**config.mk**
```make
export PLATFORM = sky130hd
export DESIGN_NAME = circular_next_free_slot_allocator_top
export DESIGN_NICKNAME = d
export VERILOG_FILES = /design/src/hw/rtl/cnfsa_pkg.sv /design/src/hw/rtl/cnfsa_ram.sv /design/src/hw/rtl/cnfsa_ctrl.sv /design/src/hw/rtl/cnfsa_dp.sv /design/src/hw/rtl/circular_next_free_slot_allocator_top.sv
export SDC_FILE = /design/constraint.sdc
export NUM_CORES = 2
export LEC_CHECK = 0
export BUFFER_PORTS_ARGS = -buffer_cell sky130_fd_sc_hd__buf_2
export CAP_MARGIN = 25
export CORE_AREA = 2 2 296 298
export CTS_CLUSTER_DIAMETER = 150
export DETAILED_ROUTE_END_ITERATION = 10
export DIE_AREA = 0 0 298 300
export PLACE_DENSITY_LB_ADDON = 0.12
export SETUP_SLACK_MARGIN = 0.3
export SYNTH_ARGS = -nofsm -noshare
export SYNTH_HDL_FRONTEND = slang
export SYNTH_SLANG_ARGS = --single-unit
```
**constraint.sdc**
```tcl
create_clock -name clock -period 9.6 [get_ports clock]
set_clock_uncertainty 0.15 [all_clocks]
set_input_delay 1.44 -clock clock [delete_from_list [all_inputs] [get_ports clock]]
set_output_delay 1.44 -clock clock [all_outputs]
set_load 0.005 [all_outputs]
```
**src/hw/rtl/cnfsa_pkg.sv**
```systemverilog
// Shared constants, codes and controller/datapath interface types for the slot allocator.
package cnfsa_pkg;

   localparam int MaxSlotsDflt = 1024;
   localparam int CountRstDflt = 1024;
   localparam int SlotW        = 11;
   localparam int WordW        = 32;
   localparam int ColW         = $clog2(WordW);
   localparam int WideW        = 18;

   localparam int ReqDataW = 16;
   localparam int ReqUserW = 1;
   localparam int RspDataW = 16;
   localparam int RspUserW = 2;
   localparam int CsrDataW = 16;

   localparam logic FuncTake    = 1'b0;
   localparam logic FuncRelease = 1'b1;

   typedef enum logic [1:0] {
      ST_OK       = 2'd0,
      ST_FULL     = 2'd1,
      ST_WAS_FREE = 2'd2,
      ST_BAD      = 2'd3
   } cnfsa_status_type;

   typedef enum logic [2:0] {
      S_CLEAR,
      S_IDLE,
      S_CHECK,
      S_FIND,
      S_EVAL,
      S_DONE
   } cnfsa_state_type;

   typedef struct packed {
      logic clear;
      logic load_req;
      logic set_bad;
      logic read_slot;
      logic start_take;
      logic read_cand;
      logic wrap;
      logic set_full;
      logic eval;
      logic load_rsp;
   } cnfsa_cmd_type;

   typedef struct packed {
      logic clr_last;
      logic bad;
      logic release_req;
      logic cand_found;
      logic phase;
      logic hit;
      logic rsp_free;
   } cnfsa_stat_type;

endpackage

```
**src/hw/rtl/cnfsa_ram.sv**
```systemverilog
// Generic single-write, single-read RAM with registered read data.
module cnfsa_ram #(
   parameter int Width = 32,
   parameter int Depth = 32,
   parameter int AddrW = (Depth > 1) ? $clog2(Depth) : 1
) (
   input  logic             clock,
   input  logic             wr_en,
   input  logic [AddrW-1:0] wr_addr,
   input  logic [Width-1:0] wr_data,
   input  logic             rd_en,
   input  logic [AddrW-1:0] rd_addr,
   output logic [Width-1:0] rd_data
);

   logic [Width-1:0] mem_ff [Depth];
   logic [Width-1:0] rd_data_ff;

   always_ff @(posedge clock) begin
      if (wr_en) begin
         mem_ff[wr_addr] <= wr_data;
      end
      if (rd_en) begin
         rd_data_ff <= mem_ff[rd_addr];
      end
   end

   assign rd_data = rd_data_ff;

endmodule

```
**src/hw/rtl/cnfsa_ctrl.sv**
```systemverilog
// Controller state machine sequencing clear, search, update and response.
module cnfsa_ctrl (
   input  logic                     clock,
   input  logic                     reset,
   input  logic                     req_tvalid,
   output logic                     req_tready,
   input  cnfsa_pkg::cnfsa_stat_type stat,
   output cnfsa_pkg::cnfsa_cmd_type  cmd
);
   import cnfsa_pkg::*;

   cnfsa_state_type state_ff;
   cnfsa_state_type state_in;

   always_ff @(posedge clock) begin
      if (reset) begin
         state_ff <= S_CLEAR;
      end else begin
         state_ff <= state_in;
      end
   end

   always_comb begin
      state_in   = state_ff;
      cmd        = '0;
      req_tready = 1'b0;
      unique case (state_ff)
         S_CLEAR: begin
            cmd.clear = 1'b1;
            if (stat.clr_last) begin
               state_in = S_IDLE;
            end
         end
         S_IDLE: begin
            req_tready = 1'b1;
            if (req_tvalid) begin
               cmd.load_req = 1'b1;
               state_in     = S_CHECK;
            end
         end
         S_CHECK: begin
            priority if (stat.bad) begin
               cmd.set_bad = 1'b1;
               state_in    = S_DONE;
            end else if (stat.release_req) begin
               cmd.read_slot = 1'b1;
               state_in      = S_EVAL;
            end else begin
               cmd.start_take = 1'b1;
               state_in       = S_FIND;
            end
         end
         S_FIND: begin
            priority if (stat.cand_found) begin
               cmd.read_cand = 1'b1;
               state_in      = S_EVAL;
            end else if (!stat.phase) begin
               cmd.wrap = 1'b1;
            end else begin
               cmd.set_full = 1'b1;
               state_in     = S_DONE;
            end
         end
         S_EVAL: begin
            cmd.eval = 1'b1;
            if (stat.release_req || stat.hit) begin
               state_in = S_DONE;
            end else begin
               state_in = S_FIND;
            end
         end
         S_DONE: begin
            if (stat.rsp_free) begin
               cmd.load_rsp = 1'b1;
               state_in     = S_IDLE;
            end
         end
         default: begin
            state_in = S_CLEAR;
         end
      endcase
   end

`ifndef SYNTHESIS
   a_eval_after_read: assert property (@(posedge clock) disable iff (reset)
      (state_ff == S_EVAL) |-> ($past(state_ff) == S_FIND || $past(state_ff) == S_CHECK))
      else $error("row evaluated without a preceding read");

   a_accept_only_idle: assert property (@(posedge clock) disable iff (reset)
      cmd.load_req |=> (state_ff == S_CHECK) && !req_tready)
      else $error("request accepted while busy");
`endif

endmodule

```
**src/hw/rtl/cnfsa_dp.sv**
```systemverilog
// Datapath: slot count, row memory, free-row summary, search and result registers.
module cnfsa_dp #(
   parameter int MAX_SLOTS = cnfsa_pkg::MaxSlotsDflt
) (
   input  logic                                 clock,
   input  logic                                 reset,
   input  logic                                 req_tvalid,
   input  logic [cnfsa_pkg::ReqDataW-1:0]       req_tdata,
   input  logic [cnfsa_pkg::ReqUserW-1:0]       req_tuser,
   output logic                                 rsp_tvalid,
   input  logic                                 rsp_tready,
   output logic [cnfsa_pkg::RspDataW-1:0]       rsp_tdata,
   output logic [cnfsa_pkg::RspUserW-1:0]       rsp_tuser,
   input  logic                                 csr_tvalid,
   output logic                                 csr_tready,
   input  logic [cnfsa_pkg::CsrDataW-1:0]       csr_tdata,
   input  cnfsa_pkg::cnfsa_cmd_type             cmd,
   output cnfsa_pkg::cnfsa_stat_type            stat
);
   import cnfsa_pkg::*;

   localparam int Rows     = (MAX_SLOTS + WordW - 1) / WordW;
   localparam int RowW     = (Rows > 1) ? $clog2(Rows) : 1;
   localparam int IdxW     = RowW + ColW;
   localparam int LoW      = IdxW + 1;
   localparam int CountRst = (MAX_SLOTS < CountRstDflt) ? MAX_SLOTS : CountRstDflt;

   logic [SlotW-1:0]       count_ff;
   logic [SlotW-1:0]       count_in;
   logic [SlotW-1:0]       cfg_val;
   logic                   func_ff;
   logic                   bad_ff;
   logic [IdxW-1:0]        idx_ff;
   logic [LoW-1:0]         lo_ff;
   logic                   phase_ff;
   logic [RowW-1:0]        row_ff;
   logic [RowW-1:0]        clr_cnt_ff;
   logic [Rows-1:0]        sum_ff;
   cnfsa_status_type       res_status_ff;
   logic [SlotW-1:0]       res_grant_ff;
   logic                   rsp_valid_ff;
   cnfsa_status_type       rsp_status_ff;
   logic [SlotW-1:0]       rsp_grant_ff;

   logic [SlotW-1:0]       req_slot;
   logic                   req_bad;
   logic [WideW-1:0]       slot_wide;
   logic [WideW-1:0]       lim_wide;
   logic [IdxW-1:0]        lim;
   logic [RowW:0]          row_lo;
   logic [RowW:0]          row_lim;
   logic                   cand_found;
   logic [RowW-1:0]        cand_row;
   logic [ColW-1:0]        col_lo;
   logic [ColW-1:0]        col_lim;
   logic [ColW-1:0]        col_slot;
   logic                   at_lo;
   logic                   at_lim;
   logic                   hit;
   logic [ColW-1:0]        hit_col;
   logic                   slot_bit;
   logic [WideW-1:0]       grant_wide;

   logic                   rd_en;
   logic [RowW-1:0]        rd_addr;
   logic [WordW-1:0]       rd_data;
   logic                   wr_en;
   logic [RowW-1:0]        wr_addr;
   logic [WordW-1:0]       wr_data;

   assign csr_tready = 1'b1;
   assign req_slot   = req_tdata[SlotW-1:0];
   assign req_bad    = (req_slot == '0) || (req_slot > count_ff);
   assign slot_wide  = WideW'(req_slot) - WideW'(1);
   assign lim_wide   = WideW'(count_ff) - WideW'(1);
   assign lim        = lim_wide[IdxW-1:0];
   assign row_lo     = lo_ff[LoW-1:ColW];
   assign row_lim    = {1'b0, lim[IdxW-1:ColW]};
   assign col_lo     = lo_ff[ColW-1:0];
   assign col_lim    = lim[ColW-1:0];
   assign col_slot   = idx_ff[ColW-1:0];
   assign at_lo      = ({1'b0, row_ff} == row_lo);
   assign at_lim     = ({1'b0, row_ff} == row_lim);
   assign slot_bit   = rd_data[col_slot];
   assign grant_wide = WideW'({row_ff, hit_col}) + WideW'(1);

   always_comb begin
      cfg_val  = csr_tdata[SlotW-1:0];
      count_in = cfg_val;
      priority if (cfg_val == '0) begin
         count_in = SlotW'(1);
      end else if (WideW'(cfg_val) > WideW'(MAX_SLOTS)) begin
         count_in = SlotW'(MAX_SLOTS);
      end else begin
         count_in = cfg_val;
      end
   end

   always_comb begin
      cand_found = 1'b0;
      cand_row   = '0;
      for (int r = Rows - 1; r >= 0; r--) begin
         if (sum_ff[r] && ((RowW+1)'(r) >= row_lo) && ((RowW+1)'(r) <= row_lim)) begin
            cand_found = 1'b1;
            cand_row   = RowW'(r);
         end
      end
   end

   always_comb begin
      hit     = 1'b0;
      hit_col = '0;
      for (int b = WordW - 1; b >= 0; b--) begin
         if (rd_data[b] && (!at_lo || ColW'(b) >= col_lo) &&
             (!at_lim || ColW'(b) <= col_lim)) begin
            hit     = 1'b1;
            hit_col = ColW'(b);
         end
      end
   end

   always_comb begin
      rd_en   = cmd.read_cand || cmd.read_slot;
      rd_addr = cmd.read_cand ? cand_row : idx_ff[IdxW-1:ColW];
      wr_addr = cmd.clear ? clr_cnt_ff : row_ff;
      wr_en   = 1'b0;
      wr_data = '1;
      if (cmd.clear) begin
         wr_en = 1'b1;
      end else if (cmd.eval) begin
         if (func_ff == FuncRelease) begin
            wr_en   = !slot_bit;
            wr_data = rd_data | (WordW'(1) << col_slot);
         end else begin
            wr_en   = hit;
            wr_data = rd_data & ~(WordW'(1) << hit_col);
         end
      end
   end

   cnfsa_ram #(
      .Width (WordW),
      .Depth (Rows),
      .AddrW (RowW)
   ) u_rows (
      .clock   (clock),
      .wr_en   (wr_en),
      .wr_addr (wr_addr),
      .wr_data (wr_data),
      .rd_en   (rd_en),
      .rd_addr (rd_addr),
      .rd_data (rd_data)
   );

   always_ff @(posedge clock) begin
      if (reset) begin
         count_ff     <= SlotW'(CountRst);
         clr_cnt_ff   <= '0;
         sum_ff       <= '1;
         rsp_valid_ff <= 1'b0;
         phase_ff     <= 1'b0;
      end else begin
         if (csr_tvalid && csr_tready) begin
            count_ff <= count_in;
         end
         if (cmd.clear) begin
            clr_cnt_ff <= clr_cnt_ff + RowW'(1);
         end
         if (wr_en && cmd.eval) begin
            sum_ff[row_ff] <= |wr_data;
         end
         if (cmd.start_take) begin
            phase_ff <= 1'b0;
         end else if (cmd.wrap) begin
            phase_ff <= 1'b1;
         end
         if (cmd.load_rsp) begin
            rsp_valid_ff <= 1'b1;
         end else if (rsp_tready) begin
            rsp_valid_ff <= 1'b0;
         end
      end
   end

   always_ff @(posedge clock) begin
      if (cmd.load_req && req_tvalid) begin
         func_ff <= req_tuser[0];
         bad_ff  <= req_bad;
         idx_ff  <= slot_wide[IdxW-1:0];
      end
      if (rd_en) begin
         row_ff <= rd_addr;
      end
      if (cmd.start_take) begin
         lo_ff <= {1'b0, idx_ff};
      end else if (cmd.wrap) begin
         lo_ff <= '0;
      end else if (cmd.eval) begin
         lo_ff <= LoW'({row_ff, {ColW{1'b0}}}) + LoW'(WordW);
      end
      if (cmd.set_bad) begin
         res_status_ff <= ST_BAD;
         res_grant_ff  <= '0;
      end else if (cmd.set_full) begin
         res_status_ff <= ST_FULL;
         res_grant_ff  <= '0;
      end else if (cmd.eval) begin
         res_grant_ff <= '0;
         if (func_ff == FuncRelease) begin
            res_status_ff <= slot_bit ? ST_WAS_FREE : ST_OK;
         end else if (hit) begin
            res_status_ff <= ST_OK;
            res_grant_ff  <= grant_wide[SlotW-1:0];
         end
      end
      if (cmd.load_rsp) begin
         rsp_status_ff <= res_status_ff;
         rsp_grant_ff  <= res_grant_ff;
      end
   end

   assign stat.clr_last    = (clr_cnt_ff == RowW'(Rows - 1));
   assign stat.bad         = bad_ff;
   assign stat.release_req = (func_ff == FuncRelease);
   assign stat.cand_found  = cand_found;
   assign stat.phase       = phase_ff;
   assign stat.hit         = hit;
   assign stat.rsp_free    = !rsp_valid_ff || rsp_tready;

   assign rsp_tvalid = rsp_valid_ff;
   assign rsp_tdata  = {{(RspDataW - SlotW){1'b0}}, rsp_grant_ff};
   assign rsp_tuser  = rsp_status_ff;

`ifndef SYNTHESIS
   a_grant_in_range: assert property (@(posedge clock) disable iff (reset)
      (cmd.load_rsp && res_status_ff == ST_OK && func_ff == FuncTake)
      |-> (res_grant_ff != '0) && (res_grant_ff <= count_ff))
      else $error("granted slot outside the configured range");

   a_summary_tracks_row: assert property (@(posedge clock) disable iff (reset)
      (cmd.eval && wr_en) |=> (sum_ff[$past(row_ff)] == $past(|wr_data)))
      else $error("free-row summary out of step with row write");

   a_rsp_no_overwrite: assert property (@(posedge clock) disable iff (reset)
      cmd.load_rsp |-> (!rsp_valid_ff || rsp_tready))
      else $error("pending response overwritten");
`endif

endmodule

```
**src/hw/rtl/circular_next_free_slot_allocator_top.sv**
```systemverilog
// Top level of the circular next-free slot allocator.
//
// Request channel (req_): one beat per request. req_tuser is the kind (take or
// release), req_tdata holds the slot number. A take grants the first free slot at
// or above the named one, else wraps to the lowest free slot, else answers full.
// A release frees a taken slot or answers that it was already free.
// Response channel (rsp_): one beat per request, in request order; rsp_tuser is the
// status, rsp_tdata the granted slot (zero unless a take succeeds).
// Config channel (csr_): writes the active slot count; write only while idle.
// A bad slot number is answered straight after the check, a release after one read and
// evaluate of its slot's row, and a take after searching one candidate row of 32 slots
// per read/evaluate pair on the row memory; a new request is taken only when idle.
// Reset: all slots free; a clearing pass writes every row of the row memory, during
// which req_tready stays low.
// A stalled response holds in its output register; the next request is accepted
// meanwhile and its result waits until that register frees.
module circular_next_free_slot_allocator_top #(
   parameter int MAX_SLOTS = cnfsa_pkg::MaxSlotsDflt
) (
   input  logic                           clock,
   input  logic                           reset,
   input  logic                           req_tvalid,
   output logic                           req_tready,
   input  logic [cnfsa_pkg::ReqDataW-1:0] req_tdata,  // [10:0] slot
   input  logic [cnfsa_pkg::ReqUserW-1:0] req_tuser,  // [0] func
   output logic                           rsp_tvalid,
   input  logic                           rsp_tready,
   output logic [cnfsa_pkg::RspDataW-1:0] rsp_tdata,  // [10:0] granted_slot
   output logic [cnfsa_pkg::RspUserW-1:0] rsp_tuser,  // [1:0] status
   input  logic                           csr_tvalid,
   output logic                           csr_tready,
   input  logic [cnfsa_pkg::CsrDataW-1:0] csr_tdata   // [10:0] slot_count
);
   import cnfsa_pkg::*;

   cnfsa_cmd_type  cmd;
   cnfsa_stat_type stat;

   cnfsa_ctrl u_ctrl (
      .clock      (clock),
      .reset      (reset),
      .req_tvalid (req_tvalid),
      .req_tready (req_tready),
      .stat       (stat),
      .cmd        (cmd)
   );

   cnfsa_dp #(
      .MAX_SLOTS (MAX_SLOTS)
   ) u_dp (
      .clock      (clock),
      .reset      (reset),
      .req_tvalid (req_tvalid),
      .req_tdata  (req_tdata),
      .req_tuser  (req_tuser),
      .rsp_tvalid (rsp_tvalid),
      .rsp_tready (rsp_tready),
      .rsp_tdata  (rsp_tdata),
      .rsp_tuser  (rsp_tuser),
      .csr_tvalid (csr_tvalid),
      .csr_tready (csr_tready),
      .csr_tdata  (csr_tdata),
      .cmd        (cmd),
      .stat       (stat)
   );

endmodule

```
**Word-level counts from Yosys, hierarchy flattened**

Memory sizes are Yosys's and may differ from the RTL's. A register that Yosys moved wholly into a read port is not among the register bits.
Index checks and enable logic that the tools add are counted.

- Add/subtract/negate cells: 5
- Multiply operators: 0
- Divide/modulo/power cells: 0
- Magnitude comparators: 133
- Equality and inequality tests: 12
- Shift-type cells: 2
- Mux-type cells: 183
- Bitwise gates (word level): 3
- Reductions and logical operators: 218

Operator list:

| operator | count |
|---|---|
| 5-bit two-way mux | 66 |
| 5-bit less-or-equal comparator, first input constant | 32 |
| 1-bit logical AND | 131 |
| 5-bit by 6-bit greater-or-equal comparator with 1-bit output, first input constant | 16 |
| 32-bit two-way mux | 3 |
| 1-bit two-way mux | 86 |
| 5-bit greater-or-equal comparator, first input constant | 16 |
| 4-bit by 5-bit less-or-equal comparator with 1-bit output, first input constant | 16 |
| 1-bit logical OR | 68 |
| 1-bit by 5-bit left shift with 32-bit output, first input constant | 2 |
| 4-bit by 6-bit greater-or-equal comparator with 1-bit output, first input constant | 8 |
| 11-bit two-way mux | 4 |
| 4-bit by 5-bit greater-or-equal comparator with 1-bit output, first input constant | 8 |
| 3-bit by 5-bit less-or-equal comparator with 1-bit output, first input constant | 8 |
| 32-bit AND | 1 |
| 32-bit bitwise mux | 1 |
| 32-bit inverter | 1 |
| 32-bit bitwise OR | 1 |
| 32-bit OR reduction | 1 |
| 10-bit two-way mux | 3 |
| 3-bit two-way mux | 10 |
| 3-bit by 6-bit greater-or-equal comparator with 1-bit output, first input constant | 4 |
| 11-bit zero test | 2 |
| 3-bit by 5-bit greater-or-equal comparator with 1-bit output, first input constant | 4 |
| other kinds (33) | 64 |

- Flip-flop bits (word level): 107
- Latch bits: 0
- Bits in writable memories: 1024
- Memory bits (read-only): 0
- Bits of input ports: 38
- Output and inout port bits: 21
- Logic and storage cells: 574
- Memories kept: 1

Memories:

| memory | words | bits a word | rd ports | clocked after Yosys merged registers in | wr ports | line | source |
|---|---|---|---|---|---|---|---|
| u_dp.u_rows.mem_ff | 32 | 32 | 1 | 1 | 1 | cnfsa_ram.sv:16 | `logic [Width-1:0] mem_ff [Depth];` |

**Depth between registers and ports, before layout**

- Depth after elaboration: 45
- Depth in mapped cells: 30
- Mapped depth without buffers: 23

**Hierarchy**

From an unflattened synthesis, not the netlist that was laid out.

- Cell total of the unflattened synthesis: 3613
- Area total of the unflattened synthesis: 50992.7 sq um

Modules (own cells, without submodules):

| module | instances | cells each | area an instance (sq um) | sequential area each (sq um) |
|---|---|---|---|---|
| cnfsa_ram | 1 | 2260 | 40807.9 | 31710.4 |
| cnfsa_dp | 1 | 1313 | 9850.7 | 2482.4 |
| cnfsa_ctrl | 1 | 40 | 334.1 | 60.1 |

**Worst setup path before layout**

Ideal clock, no wire load.

- Path type: flip-flop to flip-flop
- Start point: register u_dp.count_ff[0]
- End point: register u_dp.sum_ff[8]
- Library setup time: 74 ps
- Arrival time: 6917 ps
- Data required time: 9376 ps
- Setup slack: 2459 ps
- Cell stages (with the launch flop): 29
- Path buffers: 6
- Clock period less this slack: 7141 ps
- Path through: dfxtp_1 > clkbuf_1 > clkbuf_1 > inv_1 > ha_1 > nor3b_1 > a21o_1 > a311o_1 > nor4_2 > buf_2 > buf_1 > nand2_1 > nor2_1 > o21ai_0 > or4b_2 > a41oi_1 > or2_2 > nor2_1 > ha_1 > ha_1 > nand2_1 > nor3_1 > nor3_1 > or4_1 > nor4_1 > and4b_1 > buf_4 > buf_6 > a31oi_1

- Cells in the longest elaborated chain, start to end: 45
- Elaborated cells on any way between the ends: 175
- Classes of those cells: 1 x add/sub; 32 x order compare; 1 x eq/ne; 1 x shift; 71 x mux; 2 x bitwise; 67 x reduce/logical

Ends and longest elaborated chain:

| item | line | source |
|---|---|---|
| start, declared | cnfsa_dp.sv:28 | `logic [SlotW-1:0] count_ff;` |
| start signal, assigned | cnfsa_dp.sv:157 | `count_ff <= SlotW'(CountRst);` |
| start signal, assigned | cnfsa_dp.sv:164 | `count_ff <= count_in;` |
| 10-bit by 1-bit subtractor with 10-bit output (*) | cnfsa_dp.sv:75 | `assign lim_wide = WideW'(count_ff) - WideW'(1);` |
| branches (longest 35 deep; another with 5-bit less-or-equal comparator) | n/a |  |
| 5-bit two-way mux (*) | cnfsa_dp.sv:114 | `if (rd_data[b] && (!at_lo \|\| ColW'(b) >= col_lo) &&` |
| 1-bit by 5-bit left shift with 32-bit output (*) | cnfsa_dp.sv:136 | `wr_data = rd_data & ~(WordW'(1) << hit_col);` |
| 32-bit inverter (*) | cnfsa_dp.sv:136 |  |
| 32-bit AND (*) | cnfsa_dp.sv:136 |  |
| 32-bit two-way mux (*) | cnfsa_dp.sv:131 | `if (func_ff == FuncRelease) begin` |
| 32-bit two-way mux (*) | cnfsa_dp.sv:130 | `end else if (cmd.eval) begin` |
| 32-bit two-way mux (*) | cnfsa_dp.sv:128 | `if (cmd.clear) begin` |
| net u_dp.u_rows.wr_data[7] | cnfsa_ram.sv:10 | `input logic [Width-1:0] wr_data,` |
| 32-bit OR reduction (*) | cnfsa_dp.sv:170 | `sum_ff[row_ff] <= \|wr_data;` |
| 32-bit bitwise mux (*) | cnfsa_dp.sv:170 |  |
| end signal, assigned by index | cnfsa_dp.sv:170 |  |
| end, declared | cnfsa_dp.sv:38 | `logic [Rows-1:0] sum_ff;` |

Mark *: on every way through the listed nets, which the timed path passes.
A chain may end at the register's enable or synchronous reset.

**Worst setup path in the final report**

- Start point: register u_dp.count_ff[1]
- End point: register u_dp.sum_ff[23]

The elaborated chain is that of the path after synthesis.

==> impl_summary.log <==
INFO  metric result_of_the_run = finished clean
INFO  metric max_slew_margin_vs_limit = 27.1%
INFO  metric critical_path_buf_inv_count = 3
INFO  metric worst-endpoint-arrival = 9.25 ns
INFO  metric fillers = 6031
INFO  metric seq_total_area_yosys = 66.8%
INFO  metric hold_violations = 0
INFO  metric switching_share = a little over a fifth
INFO  metric first_global_vias = just over 30000
INFO  metric number_of_instances_in_the_synthesized_netlist = 3486
INFO  metric start_util = 59.5%
INFO  metric hold_path.class = reg -> reg
INFO  metric setup_repair_after_global_routing_missed_its_margin = no
INFO  metric routed_wl = 144000 µm
INFO  metric max_cap_violations = 0
INFO  metric yosys.cell_count.top_type = edfxtp_1
INFO  metric layout-area-overhead-vs-synth = 11.3%
INFO  metric synth.largest_area_cell = edfxtp_1
INFO  metric critical_path.endpoint_type = flip-flop
INFO  metric drt_first_iter_violations = 3518
INFO  metric cts_buffers = 111
INFO  metric cts_buffer_depth = 3
INFO  metric die_height = approximately 300 µm
INFO  metric finalSetupViolations = 0
INFO  metric num_rows = around 110
INFO  metric crit_chain = inv_1 > ha_1 > nor2b_1 > nand3_1 > a311o_1 > or4_1 > nor2_1 > a21oi_1 > a2111oi_0 > o21ai_0 > a31oi_1 > ha_1 > nand2_1 > nor4_1 > a21oi_2 > buf_4 > or4b_1 > nor4_1 > and4b_1 > buf_4 > a31oi_1
INFO  metric power.density = 179 nW/µm²
INFO  metric maximum_vdd_ir_drop = 0.000186 V
INFO  metric post_synth_num_cell_types = 95
INFO  metric synth_warnings = 0
INFO  metric clock_power_share = 42.8%
INFO  metric pre_cts_ws = approximately 1.0 ns
INFO  metric syn_area_per_cell = 14.7 µm²
INFO  metric synth.area.top_cells = edfxtp_1 64%, mux2i_1 15%, dfxtp_1 2.6%
INFO  metric async_reset_ff_share = 0%
INFO  metric tritoncts = done
INFO  metric floorplan.die_area = ~90000 µm²
INFO  metric path_clk_slew = 0.07 ns
INFO  metric die_x_extent = between 200 and 300 µm
INFO  metric globalRouteTotalUtil = 31.8%
INFO  metric fin_ws = 0.733 ns
INFO  metric timing.final.max_slew_violations = 0
INFO  metric p_leak = 20.2 nW
INFO  metric critical_path_required = 9.99 ns
INFO  metric wl_per_cell = 30.1 µm
INFO  metric critPathSlowestCell = or4_1
INFO  metric worst_slew_pin_slew = 1.08 ns
INFO  metric grt_first_pass_wirelength = 207000 µm
INFO  metric drc_errors = 0
INFO  metric globalRouteOverflowTotal = 0
INFO  metric clkLatencyLatePin = approximately 0.70 ns
INFO  metric cts_repair_resize_count = 0
INFO  metric postSynthRegisterBits = 1163
INFO  metric critical_path.startpoint_type = flip-flop
INFO  metric cts_htree_levels = 3
INFO  metric max_freq = 0.113 GHz
INFO  metric power.net_switching = 2.15 mW
INFO  metric portBuffers = between 40 and 50
INFO  metric critical_path.max_stage_delay = roughly 0.79 ns
INFO  metric master_cell_of_the_clock_root_buffer = clkbuf_16
INFO  metric grt_start_max_net_pins = approximately 120
INFO  metric number_of_synthesized_flops_with_an_enable_pin = 1096
INFO  metric synth_top_area_share = 64.2%
INFO  metric routed-via-count = 31900
INFO  metric number_of_nets_with_antenna_violations_after_routing = 0
INFO  metric first_pass_iters = 5
INFO  metric postCtsSetupRepairBufs = 0
INFO  metric holdBufCountCts = 0
INFO  metric min_period = a little under 9 ns
INFO  metric vias_per_cell = 6.67
INFO  metric antenna_found_initial = 0
INFO  metric tns = 0 ns
INFO  metric finish.net_count = 3606
INFO  metric crit_fanout = 33
INFO  metric postSynth.topFlopCell = edfxtp_1
INFO  metric clock_sinks = between 1000 and 1500
INFO  metric final_layout_size_suffix_gt1_share = 11.4%
INFO  metric design.core.area = 86200 µm²
INFO  metric antennaDiodeCount = 0
INFO  metric io-pin-count = 59
INFO  metric combinationalPowerShare = 3.5%
INFO  metric synth_common_cells = 1096 x edfxtp_1, 770 x mux2i_1, 147 x o22ai_1, 129 x nor2_1, 127 x nand2_1
INFO  metric worst_path_dominant_cell_family = simple AND/OR/NAND/NOR gates
INFO  metric finalCritPeriodShare = slightly above 90%
INFO  metric hpwl = roughly 88000 µm
INFO  metric classification_of_the_worst_setup_path = reg -> reg
INFO  metric share_seq_of_total_power = 53.7%
INFO  metric syn_area = ~51000 µm²
INFO  metric power_report.internal_total = ~8.1 mW
INFO  metric fin_hold_ws = ~0.29 ns
INFO  metric gpl.final_weighted_congestion = 0.979
-- per-stage QoR --
stage | utilization, % | power, mW | instances | instance area, µm²
global placement | 61.6 | 5.97 | 4570 | 53100
CTS | 66.1 | 10.3 | 4782 | 56900
floorplan | - | 5.82 | 3490 | 51300
finish | 66.2 | 10.2 | 4790 | 57100
detailed placement | 61.7 | 5.96 | 4574 | 53200
global route | 66.2 | 10.5 | 4790 | 57100
-- routing by layer --
| metal | part of all wire (%) | track usage, % |
|---|---|---|
| met5 | 0 | 0 |
| met2 | 47 | 50.5 |
| met4 | 3.3 | 10.3 |
| met3 | 8.7 | 5.22 |
| met1 | 41 | 45.4 |
-- power by group through the flow --
stage | combinational (mW) | sequential [mW] | clock [mW]
after floorplan | 0.213 | 5.61 | 0
after global placement | 0.354 | 5.61 | 0
after detailed placement | 0.351 | 5.61 | 0
after CTS | 0.353 | 5.51 | 4.43
after global routing | 0.382 | 5.50 | 4.63
final | 0.360 | 5.51 | 4.38
-- logic make-up (layout without fill, tap and decap cells) --
family	Yosys count	count (layout)	share of synthesized area, %
compound gates	650	650	8.58
other cells	2	6	0.0146
mux	781	781	15.5
buf+inv	266	411	2.28
xor+xnor	36	36	0.615
fa+ha+maj	29	29	0.703
flops	1163	1163	66.8
simple gates	559	559	5.55
-- state kept, by name, indices dropped and copies added (netlist names), 3 cells and up --
| name | flops |
|---|---|
| u_ctrl.state_ff | 3 |
| u_dp.clr_cnt_ff | 5 |
| u_dp.count_ff | 11 |
| u_dp.idx_ff | 10 |
| u_dp.lo_ff | 11 |
| u_dp.res_grant_ff | 11 |
| u_dp.row_ff | 5 |
| u_dp.rsp_grant_ff | 11 |
| u_dp.sum_ff | 32 |
| u_dp.u_rows.mem_ff | 1024 |
| u_dp.u_rows.rd_data | 32 |
-- path summary, 6_finish.rpt --
kind	startpoint	endpoint	slack, ns	cells after the start
worst min register to register	u_dp.res_grant_ff[2]	u_dp.rsp_grant_ff[2]	0.29	0
worst max-delay path	u_dp.count_ff[1]	u_dp.sum_ff[23]	0.73	21
worst min-delay path	u_dp.res_grant_ff[2]	u_dp.rsp_grant_ff[2]	0.29	0
worst max register to register	u_dp.count_ff[1]	u_dp.sum_ff[23]	0.73	21
-- cell usage in the layout, fill, tap and decap left out, types with 10 or more instances in the layout --
master     synthesis  routed
mux4_2            10      10
clkinv_1           0      29
nand3_1           38      36
nor2_1           129      95
ha_1              28      28
or3_1             14      12
a21oi_1           95      88
mux2i_1          770     770
a21o_1            12      12
nor2_4             0      33
o31ai_1           25      25
inv_1             50      50
clkbuf_16          0     115
dfxtp_1           67      67
nor2b_1           25      25
xnor2_1           25      25
clkbuf_1         116      17
buf_2             70      42
buf_4             14      95
and3_1            15      15
nor4_1            51      51
xor2_1            11      11
o21ai_0           81      79
edfxtp_1        1096    1096
nand2b_1          23      21
bufinv_16          0      11
or2_2             11      11
nor3_1            44      43
o21a_1            17      17
a211oi_1          57      57
nand2_1          127     125
nand4_1           19      19
o211ai_1          17      17
and2_1            19      19
o22ai_1          147     147
a31oi_1           62      60
clkinv_2           0      17
-- cell type report --
type | count | area [µm²] | area share (%)
inverters | 51 | 191 | 0.335
flip-flops and latches | 1163 | 34300 | 60.0
multi-input cells | 2061 | 16300 | 28.5
clock buffers | 133 | 2960 | 5.18
repair buffers | 152 | 1230 | 2.16
clock inverters | 75 | 763 | 1.34
well taps | 1155 | 1450 | 2.53
No activity file was read; power rests on OpenSTA's default activity.
